[config.mk]
export PLATFORM = sky130hd
export DESIGN_NAME = ip_fragment_hole_tracker
export DESIGN_NICKNAME = d
export VERILOG_FILES = /design/src/rtl/core/ipfh_pkg.sv /design/src/rtl/core/ipfh_ram.sv /design/src/rtl/core/ipfh_hole_alu.sv /design/src/rtl/core/ip_fragment_hole_tracker.sv
export VERILOG_INCLUDE_DIRS = /design/src /design/src/rtl/core
export SDC_FILE = /design/constraint.sdc
export NUM_CORES = 1
export LEC_CHECK = 0
export BUFFER_PORTS_ARGS = -buffer_cell sky130_fd_sc_hd__buf_4
export CORE_MARGIN = 4
export CORE_UTILIZATION = 45
export DETAILED_ROUTE_END_ITERATION = 10
export PLACE_DENSITY = 0.6
export SLEW_MARGIN = 20
export SYNTH_ARGS = -nofsm -noshare
export SYNTH_HDL_FRONTEND = slang
export SYNTH_SLANG_ARGS = --single-unit
[constraint.sdc]
create_clock -name aclk -period 6.5 [get_ports aclk]
set_clock_uncertainty 0.1 [all_clocks]
set_input_delay 0.325 -clock aclk [delete_from_list [all_inputs] [get_ports aclk]]
set_output_delay 0.325 -clock aclk [all_outputs]
set_load 0.005 [all_outputs]
[src/rtl/core/ip_fragment_hole_tracker_assert.svh]
// Assertion macros shared by the hole tracker RTL.
// Depends on nothing; define ASSERT_OFF to compile the checks away.
`ifndef IP_FRAGMENT_HOLE_TRACKER_ASSERT_SVH
`define IP_FRAGMENT_HOLE_TRACKER_ASSERT_SVH
`ifndef ASSERT_OFF
`define IPFH_ASSERT_PROP(lbl, clk, rstn, prop, msg) \
    lbl: assert property (@(posedge clk) disable iff (!rstn) prop) else $error(msg);
`define IPFH_ASSERT_NEVER(lbl, clk, rstn, expr, msg) \
    lbl: assert property (@(posedge clk) disable iff (!rstn) !(expr)) else $error(msg);
`else
`define IPFH_ASSERT_PROP(lbl, clk, rstn, prop, msg)
`define IPFH_ASSERT_NEVER(lbl, clk, rstn, expr, msg)
`endif
`endif

[src/rtl/core/ipfh_pkg.sv]
// Shared types and constants of the IPv4 fragment hole tracker.
// Depends on nothing; used by ipfh_hole_alu and the top level.
`default_nettype none
package ipfh_pkg;

    localparam int DATA_W        = 16;
    localparam int HOLE_W        = 2 * DATA_W;
    localparam int CFG_W         = 17;
    localparam int HOLES_OUT_W   = 4;
    localparam int MAX_HOLES_DEF = 8;

    localparam logic [DATA_W-1:0] HOLE_INF     = 16'hFFFF;
    localparam logic [CFG_W-1:0]  BUF_SIZE_RST = 17'h10000;

    localparam logic CMD_CLEAR = 1'b0;
    localparam logic CMD_FRAG  = 1'b1;

    typedef enum logic [1:0] {
        ST_IDLE,
        ST_PROC,
        ST_RIGHT,
        ST_FIN
    } state_t;

    // Outcome of comparing one hole against the current fragment.
    typedef struct packed {
        logic              hit;
        logic              left;
        logic              right;
        logic [DATA_W-1:0] left_end;
        logic [DATA_W-1:0] right_start;
    } hole_calc_t;

endpackage
`default_nettype wire

[src/rtl/core/ipfh_ram.sv]
// Generic simple dual-port RAM with one write port and a registered read port.
// Depends on nothing.
`default_nettype none
module ipfh_ram #(
    parameter int WIDTH = 32,
    parameter int DEPTH = 16
) (
    input  wire logic                     aclk,
    input  wire logic                     we,
    input  wire logic [$clog2(DEPTH)-1:0] waddr,
    input  wire logic [WIDTH-1:0]         wdata,
    input  wire logic                     re,
    input  wire logic [$clog2(DEPTH)-1:0] raddr,
    output logic      [WIDTH-1:0]         rdata
);

    logic [WIDTH-1:0] mem_reg [DEPTH];
    logic [WIDTH-1:0] rdata_reg;

    always_ff @(posedge aclk) begin
        if (we) begin
            mem_reg[waddr] <= wdata;
        end
        if (re) begin
            rdata_reg <= mem_reg[raddr];
        end
    end

    assign rdata = rdata_reg;

endmodule
`default_nettype wire

[src/rtl/core/ipfh_hole_alu.sv]
// Shared compare and adjust unit: checks one hole against the fragment.
// Depends on ipfh_pkg.
`default_nettype none
module ipfh_hole_alu (
    input  wire logic [ipfh_pkg::DATA_W-1:0] hole_start,
    input  wire logic [ipfh_pkg::DATA_W-1:0] hole_end,
    input  wire logic [ipfh_pkg::DATA_W-1:0] frag_first,
    input  wire logic [ipfh_pkg::DATA_W-1:0] frag_last,
    input  wire logic                        more_frags,
    output ipfh_pkg::hole_calc_t             calc
);
    import ipfh_pkg::*;

    always_comb begin
        // The fragment touches the hole unless it lies wholly on one side.
        calc.hit         = !((frag_first > hole_end) || (frag_last < hole_start));
        calc.left        = frag_first > hole_start;
        calc.right       = (frag_last < hole_end) && more_frags;
        calc.left_end    = frag_first - DATA_W'(1);
        calc.right_start = frag_last + DATA_W'(1);
    end

endmodule
`default_nettype wire

[src/rtl/core/ip_fragment_hole_tracker.sv]
// Top level of the IPv4 fragment hole tracker (RFC 815 hole list).
// Depends on ipfh_pkg, ipfh_ram, ipfh_hole_alu and the assertion macro header.
`default_nettype none
`include "ip_fragment_hole_tracker_assert.svh"
// The tracker keeps the list of byte ranges (holes) still missing from one
// IPv4 datagram. A clear transfer (cmd 0) starts a datagram with the single
// hole 0..infinity, where an end of 65535 stands for infinity. A fragment
// transfer (cmd 1) gives an inclusive byte range and the more-fragments flag;
// every hole it touches is replaced by the part left of the fragment and,
// when more fragments follow, the part right of it. Each input transfer
// yields exactly one result transfer with the filled, too_large, table_full
// and complete flags and the hole count (low four bits). A fragment whose
// last byte is below its first byte is ignored. New holes beyond MAX_HOLES
// slots are dropped and flagged by table_full.
//
// Timing: the hole list lives in a RAM split into two banks; a fragment is
// walked through the live bank one hole per cycle by a single compare unit,
// except where a split hole holds the walk, and the rebuilt list is written
// to the other bank, which becomes live at the end. The single write port
// takes one new hole per cycle, so the right part of a hole split on both
// sides is written in a separate ST_RIGHT state before the walk moves on.
// The input is not ready while an item is in work. The result sits in an
// output register, so the next item is accepted while a result still waits;
// the block only stalls when a second result is finished before the first
// was taken. After reset the hole list holds one slot whose bounds are
// undefined, so a clear should come first. buffer_size may only be written
// while no item is in work.
module ip_fragment_hole_tracker #(
    parameter int MAX_HOLES = ipfh_pkg::MAX_HOLES_DEF
) (
    input  wire logic                             aclk,
    input  wire logic                             aresetn,
    // Configuration: buffer_size register.
    input  wire logic                             cfg_wr_en,
    input  wire logic [ipfh_pkg::CFG_W-1:0]       cfg_wr_data,
    // Input channel.
    input  wire logic                             s_valid,
    output logic                                  s_ready,
    input  wire logic                             s_cmd,
    input  wire logic [ipfh_pkg::DATA_W-1:0]      s_frag_first,
    input  wire logic [ipfh_pkg::DATA_W-1:0]      s_frag_last,
    input  wire logic                             s_more_frags,
    // Result channel.
    output logic                                  m_valid,
    input  wire logic                             m_ready,
    output logic                                  m_filled,
    output logic                                  m_too_large,
    output logic                                  m_table_full,
    output logic                                  m_complete,
    output logic [ipfh_pkg::HOLES_OUT_W-1:0]      m_holes_left
);
    import ipfh_pkg::*;

    // Hole counts range over 0..MAX_HOLES; slot indexes over 0..MAX_HOLES-1.
    localparam int CNT_W     = $clog2(MAX_HOLES + 1);
    localparam int IDX_W     = $clog2(MAX_HOLES);
    localparam int RAM_AW    = IDX_W + 1;
    localparam int RAM_DEPTH = 2 * (2 ** IDX_W);

    // Sequencer and walk state.
    state_t             state_reg, state_next;
    logic               bank_reg, bank_next;
    logic [CNT_W-1:0]   total_reg, total_next;
    logic [CNT_W-1:0]   idx_reg, idx_next;
    logic [CNT_W-1:0]   cnt_reg, cnt_next;
    logic               commit_reg, commit_next;
    logic               filled_reg, filled_next;
    logic               dropped_reg, dropped_next;
    logic [DATA_W-1:0]  ff_reg, ff_next;
    logic [DATA_W-1:0]  fl_reg, fl_next;
    logic               more_reg, more_next;
    logic [CFG_W-1:0]   buf_size_reg;

    // Result register.
    logic                   m_valid_reg;
    logic                   m_filled_reg;
    logic                   m_too_large_reg;
    logic                   m_table_full_reg;
    logic                   m_complete_reg;
    logic [HOLES_OUT_W-1:0] m_holes_left_reg;
    logic                   out_load;
    logic [CNT_W-1:0]       out_total;
    logic [CNT_W+HOLES_OUT_W-1:0] out_total_ext;

    // Hole RAM ports.
    logic               ram_we;
    logic [RAM_AW-1:0]  ram_waddr;
    logic [HOLE_W-1:0]  ram_wdata;
    logic               ram_re;
    logic [RAM_AW-1:0]  ram_raddr;
    logic [HOLE_W-1:0]  ram_rdata;

    // Append lane: at most one new hole per cycle.
    logic               app_en;
    logic [DATA_W-1:0]  app_start;
    logic [DATA_W-1:0]  app_end;

    logic [CNT_W-1:0]   idx_inc;
    logic [DATA_W-1:0]  rd_start;
    logic [DATA_W-1:0]  rd_end;
    hole_calc_t         calc;

    assign rd_start = ram_rdata[HOLE_W-1:DATA_W];
    assign rd_end   = ram_rdata[DATA_W-1:0];
    assign idx_inc  = idx_reg + CNT_W'(1);

    ipfh_ram #(
        .WIDTH (HOLE_W),
        .DEPTH (RAM_DEPTH)
    ) u_hole_ram (
        .aclk  (aclk),
        .we    (ram_we),
        .waddr (ram_waddr),
        .wdata (ram_wdata),
        .re    (ram_re),
        .raddr (ram_raddr),
        .rdata (ram_rdata)
    );

    ipfh_hole_alu u_hole_alu (
        .hole_start (rd_start),
        .hole_end   (rd_end),
        .frag_first (ff_reg),
        .frag_last  (fl_reg),
        .more_frags (more_reg),
        .calc       (calc)
    );

    assign s_ready = (state_reg == ST_IDLE);

    always_comb begin
        state_next   = state_reg;
        bank_next    = bank_reg;
        total_next   = total_reg;
        idx_next     = idx_reg;
        cnt_next     = cnt_reg;
        commit_next  = commit_reg;
        filled_next  = filled_reg;
        dropped_next = dropped_reg;
        ff_next      = ff_reg;
        fl_next      = fl_reg;
        more_next    = more_reg;
        ram_we       = 1'b0;
        ram_waddr    = {~bank_reg, cnt_reg[IDX_W-1:0]};
        ram_wdata    = '0;
        ram_re       = 1'b0;
        ram_raddr    = {bank_reg, idx_reg[IDX_W-1:0]};
        app_en       = 1'b0;
        app_start    = rd_start;
        app_end      = rd_end;
        out_load     = 1'b0;

        unique case (state_reg)
            ST_IDLE: begin
                if (s_valid) begin
                    ff_next      = s_frag_first;
                    fl_next      = s_frag_last;
                    more_next    = s_more_frags;
                    filled_next  = 1'b0;
                    dropped_next = 1'b0;
                    idx_next     = '0;
                    cnt_next     = '0;
                    if (s_cmd == CMD_CLEAR) begin
                        // New datagram: one hole 0..infinity in the spare bank.
                        ram_we      = 1'b1;
                        ram_waddr   = {~bank_reg, IDX_W'(0)};
                        ram_wdata   = {DATA_W'(0), HOLE_INF};
                        cnt_next    = CNT_W'(1);
                        commit_next = 1'b1;
                        state_next  = ST_FIN;
                    end else if (s_frag_last < s_frag_first) begin
                        commit_next = 1'b0;
                        state_next  = ST_FIN;
                    end else begin
                        commit_next = 1'b1;
                        if (total_reg != '0) begin
                            ram_re     = 1'b1;
                            ram_raddr  = {bank_reg, IDX_W'(0)};
                            state_next = ST_PROC;
                        end else begin
                            state_next = ST_FIN;
                        end
                    end
                end
            end

            ST_PROC: begin
                idx_next = idx_inc;
                if (!calc.hit) begin
                    app_en = 1'b1;
                end else begin
                    filled_next = 1'b1;
                    if (calc.left) begin
                        app_en  = 1'b1;
                        app_end = calc.left_end;
                    end else if (calc.right) begin
                        app_en    = 1'b1;
                        app_start = calc.right_start;
                    end
                end
                if (calc.hit && calc.left && calc.right) begin
                    // Right part goes next cycle; read data must hold meanwhile.
                    state_next = ST_RIGHT;
                end else if (idx_inc < total_reg) begin
                    ram_re     = 1'b1;
                    ram_raddr  = {bank_reg, idx_inc[IDX_W-1:0]};
                    state_next = ST_PROC;
                end else begin
                    state_next = ST_FIN;
                end
            end

            ST_RIGHT: begin
                app_en    = 1'b1;
                app_start = calc.right_start;
                if (idx_reg < total_reg) begin
                    ram_re     = 1'b1;
                    state_next = ST_PROC;
                end else begin
                    state_next = ST_FIN;
                end
            end

            ST_FIN: begin
                if (!m_valid_reg || m_ready) begin
                    out_load   = 1'b1;
                    state_next = ST_IDLE;
                    if (commit_reg) begin
                        bank_next  = ~bank_reg;
                        total_next = cnt_reg;
                    end
                end
            end

            default: begin
                state_next = ST_IDLE;
            end
        endcase

        if (app_en) begin
            if (cnt_reg < CNT_W'(MAX_HOLES)) begin
                ram_we    = 1'b1;
                ram_waddr = {~bank_reg, cnt_reg[IDX_W-1:0]};
                ram_wdata = {app_start, app_end};
                cnt_next  = cnt_reg + CNT_W'(1);
            end else begin
                dropped_next = 1'b1;
            end
        end
    end

    assign out_total     = commit_reg ? cnt_reg : total_reg;
    assign out_total_ext = {{HOLES_OUT_W{1'b0}}, out_total};

    always_ff @(posedge aclk) begin
        if (!aresetn) begin
            state_reg    <= ST_IDLE;
            bank_reg     <= 1'b0;
            total_reg    <= CNT_W'(1);
            idx_reg      <= '0;
            cnt_reg      <= '0;
            commit_reg   <= 1'b0;
            filled_reg   <= 1'b0;
            dropped_reg  <= 1'b0;
            buf_size_reg <= BUF_SIZE_RST;
            m_valid_reg  <= 1'b0;
        end else begin
            state_reg   <= state_next;
            bank_reg    <= bank_next;
            total_reg   <= total_next;
            idx_reg     <= idx_next;
            cnt_reg     <= cnt_next;
            commit_reg  <= commit_next;
            filled_reg  <= filled_next;
            dropped_reg <= dropped_next;
            if (cfg_wr_en) begin
                buf_size_reg <= cfg_wr_data;
            end
            if (out_load) begin
                m_valid_reg <= 1'b1;
            end else if (m_ready) begin
                m_valid_reg <= 1'b0;
            end
        end
    end

    // Fragment bounds and result payload carry no reset.
    always_ff @(posedge aclk) begin
        ff_reg   <= ff_next;
        fl_reg   <= fl_next;
        more_reg <= more_next;
        if (out_load) begin
            m_filled_reg     <= filled_reg;
            m_too_large_reg  <= filled_reg && ({1'b0, fl_reg} >= buf_size_reg);
            m_table_full_reg <= dropped_reg;
            m_complete_reg   <= (out_total == '0);
            m_holes_left_reg <= out_total_ext[HOLES_OUT_W-1:0];
        end
    end

    assign m_valid      = m_valid_reg;
    assign m_filled     = m_filled_reg;
    assign m_too_large  = m_too_large_reg;
    assign m_table_full = m_table_full_reg;
    assign m_complete   = m_complete_reg;
    assign m_holes_left = m_holes_left_reg;

    // The rebuilt list must never be written into the bank being walked.
    `IPFH_ASSERT_NEVER(a_write_live_bank, aclk, aresetn,
        ram_we && (ram_waddr[RAM_AW-1] == bank_reg), "hole write hit the live bank")
    `IPFH_ASSERT_PROP(a_cnt_bound, aclk, aresetn,
        (cnt_reg <= CNT_W'(MAX_HOLES)), "new hole count exceeds table size")
    `IPFH_ASSERT_PROP(a_walk_bound, aclk, aresetn,
        (state_reg == ST_PROC) |-> (idx_reg < total_reg), "walk ran past the hole list")
    `IPFH_ASSERT_PROP(a_complete_match, aclk, aresetn,
        $rose(m_valid_reg) |-> (m_complete_reg == (total_reg == '0)),
        "complete flag disagrees with committed hole count")
    `IPFH_ASSERT_NEVER(a_too_large_unfilled, aclk, aresetn,
        m_valid_reg && m_too_large_reg && !m_filled_reg, "too_large without filled")

endmodule
`default_nettype wire
### After elaboration in Yosys (flattened, before gate mapping)

Memory sizes are Yosys's and may differ from the RTL's. A register that Yosys moved wholly into a read port is not among the register bits.
Index checks and enable logic that the tools add are counted.

| word-level totals | value |
|---|---|
| bits in writable memories | 512 |
| register bits after elaboration | 77 |
| bits in read-only memories | 0 |
| logic and storage cells | 131 |
| memories | 1 |
| bits in latches | 0 |
| output and inout port bits | 10 |

Memories:

| name | words | width | rd ports | clocked after memory_dff | wr ports | RTL line | source |
|---|---|---|---|---|---|---|---|
| u_hole_ram.mem_reg | 16 | 32 | 1 | 1 | 1 | ipfh_ram.sv:17 | `logic [WIDTH-1:0] mem_reg [DEPTH];` |

| operators by class | value |
|---|---|
| shifts and indexed selects | 0 |
| order comparisons | 9 |
| equal/unequal tests | 6 |
| reductions and logical operators | 19 |
| bitwise logic cells | 1 |
| muxes and demuxes | 73 |
| add/subtract/negate cells | 4 |
| multiply operators | 0 |
| divide/modulo/power cells | 0 |

Operators by type and width:

| operator | number |
|---|---|
| $mux W16 | 9 |
| $mux W32 | 2 |
| $lt A16 B16 Y1 | 3 |
| $mux W3 | 11 |
| $gt A16 B16 Y1 | 2 |
| $pmux W16 S2 | 1 |
| $mux W1 | 30 |
| $mux W4 | 6 |
| $ge A16 B17 Y1 | 1 |
| $add A16 B1 Y16 const B | 1 |
| $mux W2 | 8 |
| $sub A16 B1 Y16 const B | 1 |
| $add A4 B1 Y4 const B | 2 |
| $lt A4 B4 Y1 | 2 |
| $pmux W2 S4 | 1 |
| $pmux W4 S2 | 1 |
| $reduce_and A2 Y1 | 4 |
| $ne A2 B2 Y1 const B | 3 |
| $pmux W3 S2 | 1 |
| $reduce_and A3 Y1 | 2 |
| $eq A2 B2 Y1 const B | 2 |
| $logic_and A1 B1 Y1 | 4 |
| $logic_not A4 Y1 | 1 |
| $lt A4 B4 Y1 const B | 1 |
| other kinds (9) | 13 |

### Logic depth before layout (Yosys ltp)

| logic depth | value |
|---|---|
| word-level depth | 9 |
| depth in mapped cells | 15 |
| depth with buffers taken out | 12 |

### Hierarchy

From an unflattened synthesis, not the netlist that was laid out.

| unflattened totals | value |
|---|---|
| cells, all modules | 1,550 |
| area total of the unflattened synthesis | 26,470.4 um2 |

By module, submodules not included:

| module | instances | sequential area each (um2) | cells each | area each (um2) |
|---|---|---|---|---|
| ipfh_ram | 1 | 16,335.7 | 838 | 20,155.6 |
| ip_fragment_hole_tracker | 1 | 1,951.9 | 452 | 4,361.7 |
| ipfh_hole_alu | 1 | 0.0 | 260 | 1,953.1 |

### Worst setup path after synthesis

No wires, ideal clock.

| path | value |
|---|---|
| kind | reg-to-reg |
| start point | register fl_reg[11] |
| end point | memory u_hole_ram.mem_reg[4][0], enable pin |
| cell stages (with the launch flop) | 11 |
| arrival time | 5.504 ns |
| slack | 0.395 ns |
| data required time | 5.898 ns |
| path through | edfxtp_1 ha_1 a21oi_1 o21ai_1 a2111oi_2 a21oi_1 nor3_1 o31ai_1 a211o_1 clkbuf_1 nor4_1 |

| between the ends | value |
|---|---|
| longest elaborated chain between the ends | 9 |

RTL lines:

| element | RTL line | source |
|---|---|---|
| start, declared | ip_fragment_hole_tracker.sv:70 | `logic [DATA_W-1:0] fl_reg, fl_next;` |
| start signal, assigned | ip_fragment_hole_tracker.sv:290 | `fl_reg <= fl_next;` |
| $lt A16 B16 Y1 | ipfh_hole_alu.sv:18 | `calc.right = (frag_last < hole_end) && more_frags;` |
| $logic_and A1 B1 Y1 | ipfh_hole_alu.sv:18 |  |
| $mux W1 | ip_fragment_hole_tracker.sv:196 | `end else if (calc.right) begin` |
| $mux W1 | ip_fragment_hole_tracker.sv:193 | `if (calc.left) begin` |
| $mux W1 (*) | ip_fragment_hole_tracker.sv:189 | `if (!calc.hit) begin` |
| $pmux W1 S2 (*) | ip_fragment_hole_tracker.sv:153 | `unique case (state_reg)` |
| $mux W1 | ip_fragment_hole_tracker.sv:240 | `if (app_en) begin` |
| $mux W1 | ipfh_ram.sv:21 | `if (we) begin` |
| $mux W1 (not written as such) | ipfh_ram.sv:22 | `mem_reg[waddr] <= wdata;` |
| end, declared | ipfh_ram.sv:17 |  |

Mark *: on every way between the ends. The rest lies on a longest branch, timed or not.

### Final worst setup path

| path | value |
|---|---|
| start point | register fl_reg[11] |
| end point | register u_hole_ram.rdata_reg[10] (netlist: u_hole_ram.rdata[10]), read port of u_hole_ram.mem_reg, data pin |

| between the ends | value |
|---|---|
| longest elaborated chain between the ends | 7 |

RTL lines:

| element | RTL line | source |
|---|---|---|
| $lt A16 B16 Y1 | ipfh_hole_alu.sv:16 | `calc.hit = !((frag_first > hole_end) \|\| (frag_last < hole_start));` |
| $logic_or A1 B1 Y1 | ipfh_hole_alu.sv:16 |  |
| $logic_not A1 Y1 | ipfh_hole_alu.sv:16 |  |
| $logic_and A1 B1 Y1 | ip_fragment_hole_tracker.sv:201 | `if (calc.hit && calc.left && calc.right) begin` |
| $logic_and A1 B1 Y1 (*) | ip_fragment_hole_tracker.sv:201 |  |
| $mux W1 / $mux W3 (equally long branches) | ip_fragment_hole_tracker.sv:201 |  |
| $pmux W1 S3 / $pmux W3 S2 (equally long branches) | ip_fragment_hole_tracker.sv:153 |  |
| end, declared | ipfh_ram.sv:18 | `logic [WIDTH-1:0] rdata_reg;` |

Marks and branches as above.
A chain may end at the register's enable or synchronous reset.

==> flow_summary.toml <==
[clocking]
cts_max_path_buffers = 3
clock_latency_ps = 610
clock-sinks = 621
cts_tree = "built"
cts_setup_buffers = 0
cts.root.buffer_cell = "clkbuf_16"
clk_pin_slew_ps = 60
h-tree-depth = 3
numCtsBuffers = 68

[synthesis]
synth_seq_cells = 621
synth.distinct_cells = 64
syn_inst = 1823
synthesis.area_um2 = 27180
synth-edff-count = 585
synth_nets = 1986
synth.yosys.seq_area_share_pct = 67.28
syn_area_per_cell_um2 = 14.91
synthArstFlopShare_pct = 0
yosysWarnings = 0
ys.flop_type = "edfxtp_1"

[global_routing]
grt_overflow = 0
grt_pass1_vias = 16290
grtUsageTotal_pct = 22.44
grt_first_pass_wirelength_um = 106800
grt_max_degree = 71
antenna_found_initial = 0

[sta]
holdWs_ps = 94.38
setup_viol = 0
finalHoldViolCount = 0
drv_slew = 0
rsz0062_at_grt = "no"
max_slew_margin_pct = 24.02
max_freq_mhz = 201.5
worst_pin_slew_ps = 1136
tns_ps = 0
period_share_pct = 76.37
min_period_ps = 4964

[routing]
vias = 16550
antenna_left = 0
drtIter0Drc = 1392
drc_errors = 0
drtPass1Iterations = 5
avgRoutedWirePerCell_um = 25.89
via_per_inst = 5.861
drt_wl_total_um = 73100

[placement]
io_buffers = 65
place_congestion = 0.9375
dp_hpwl_um = 42590
placed_cells = 2647

[die]
num_rows = 89
io_pins = 66
die_area_um2 = 64400
chipHeight_um = 253.8
coreArea_um2 = 59350
start_util_pct = 45.79
die_x_um = 253.8

[setup_path]
path_max_fanout = 14
worstReg2RegStart = "fl_reg[11]"
end_kind = "register"
required_ps = 6680
r2r_setup_slack_ps = 1540
r2r-end = "u_hole_ram.rdata[10]"
start_kind = "register"
arrival_ps = 5150
worst-setup-path-type = "register to register"
r2r_cells = 12

[finish]
stdcell_count = 2823
n_antenna_cell = 0
fin_util_pct = 53.38
final-seq-area_um2 = 18290
fillers = 4742
fin_nets = 2161
drive_above_1_share_pct = 13.22
syn_to_final_growth_pct = 16.57
largest_reg_flops = 512
multi_input_area_um2 = 8293

[pwr]
powerDensity_nw_per_um2 = 411.1
p_leak_nw = 10.88
finalPower_w = 0.01303
ir_drop_mv = 0.2336

[worst_hold_path]
hold_path_startpoint = "cfg_wr_en"
hp-class = "input pin to register"
holdPathStages = 3
min_to = "buf_size_reg[2]"

[outcome]
outcome = "completed"

[flow_run]
drv_cap = 0
-- cell type report --
class / instances / area share [%]
clock buffer: 84 / 5.624
clock inverter: 38 / 1.303
inverter: 81 / 0.9596
multi-input combinational: 1036 / 26.17
sequential: 621 / 57.72
tap: 773 / 3.053
timing repair buffer: 190 / 5.165
-- Yosys cell counts (3+ instances only) --
master / n / area [um^2]
or4_1: 34 / 255.2
a2111o_1: 3 / 33.78
nor3b_1: 5 / 37.54
a211o_1: 15 / 131.4
nand2_1: 84 / 315.3
o21ai_2: 4 / 35.03
edfxtp_1: 585 / 17570
a22oi_1: 3 / 22.52
nand3_1: 15 / 75.07
xor2_1: 13 / 113.9
o21ai_1: 7 / 35.03
mux2i_1: 278 / 2783
buf_1: 6 / 22.52
o21ai_0: 52 / 260.3
a21o_1: 19 / 142.6
ha_1: 107 / 1339
buf_6: 14 / 157.7
nor3_1: 14 / 70.07
nor2b_1: 31 / 193.9
a211oi_1: 3 / 22.52
clkbuf_1: 31 / 116.4
or3_1: 6 / 37.54
nand4_1: 24 / 150.1
o31ai_1: 3 / 22.52
a21oi_1: 42 / 210.2
inv_1: 80 / 300.3
nor2_1: 44 / 165.2
and2_1: 8 / 50.05
nor4_1: 4 / 25.02
o22ai_1: 128 / 800.8
o211ai_1: 6 / 45.04
buf_2: 25 / 125.1
dfxtp_1: 36 / 720.7
o21a_1: 3 / 22.52
and3_1: 5 / 31.28
a31oi_1: 18 / 112.6
nand2b_1: 7 / 43.79
xnor2_1: 18 / 157.7
a221oi_1: 3 / 26.28
buf_4: 9 / 67.56
-- cell usage in the layout (no fill, tap or decap), types with 31 or more instances in the layout --
master           n
o22ai_1        128
clkbuf_16       68
ha_1           107
dfxtp_1         36
nor2b_1         31
dlygate4sd3_1   54
a21oi_1         41
or4_1           34
o21ai_0         50
edfxtp_1       585
nor2_1          37
nand2_1         82
mux2i_1        278
buf_4          130
inv_1           80
-- where the power goes --
| part | total, W | switching (W) | internal (W) |
|---|---|---|---|
| Clock | 0.00380 | 0.00159 | 0.00221 |
| Sequential | 0.00554 | 0.000276 | 0.00527 |
| Combinational | 0.00368 | 0.00234 | 0.00134 |
-- routing by layer --
metal	share of wire (%)	track usage, %
met5	0	0
met4	2.3	6.693
met3	6.2	2.958
met2	47	35.91
met1	45	32.41
-- worst max path at each step --
stage	startpoint	endpoint	slack [ps]
finish	fl_reg[11]	u_hole_ram.rdata[10]	1540
global placement	fl_reg[11]	u_hole_ram.rdata[13]	1590
global route	fl_reg[11]	u_hole_ram.rdata[10]	1350
CTS	fl_reg[11]	u_hole_ram.rdata[10]	1590
detailed placement	fl_reg[11]	u_hole_ram.rdata[13]	1610
floorplan	fl_reg[11]	u_hole_ram.mem_reg[4][0]	390
-- critical path, cell delays in order, from the launching register on --
cell and delay, ps:
edfxtp_1 540, ha_1 370, a21oi_1 180, o21ai_1 120, a2111oi_2 340, a21oi_1 140, and4b_1 570, and2_1 240
o21ai_1 190, o21ai_4 660, buf_4 340, o22ai_1 100, or4_1 710
-- through the flow --
step,setup WS (ps),instance area (um^2)
floorplan,394.6,27180
global placement,1590,28920
detailed placement,1608,28920
CTS,1586,31650
global route,1347,31680
finish,1536,31680
-- what timing repair did --
item	CTS	global route
resized for setup	0	0
setup endpoints to repair	0	0
hold endpoints to repair	53	0
hold buffers	54	0
-- cells by family after synthesis --
logic type                 share of synthesized area, %
buffers and inverters                             2.919
DFF                                               67.28
adders and majority gates                         4.926
and+or+nand+nor                                   5.662
muxes                                             10.28
xor gates and xnor gates                         0.9989
AOI/OAI and AO/OA                                 7.932
No activity file was read; power rests on OpenSTA's default activity.
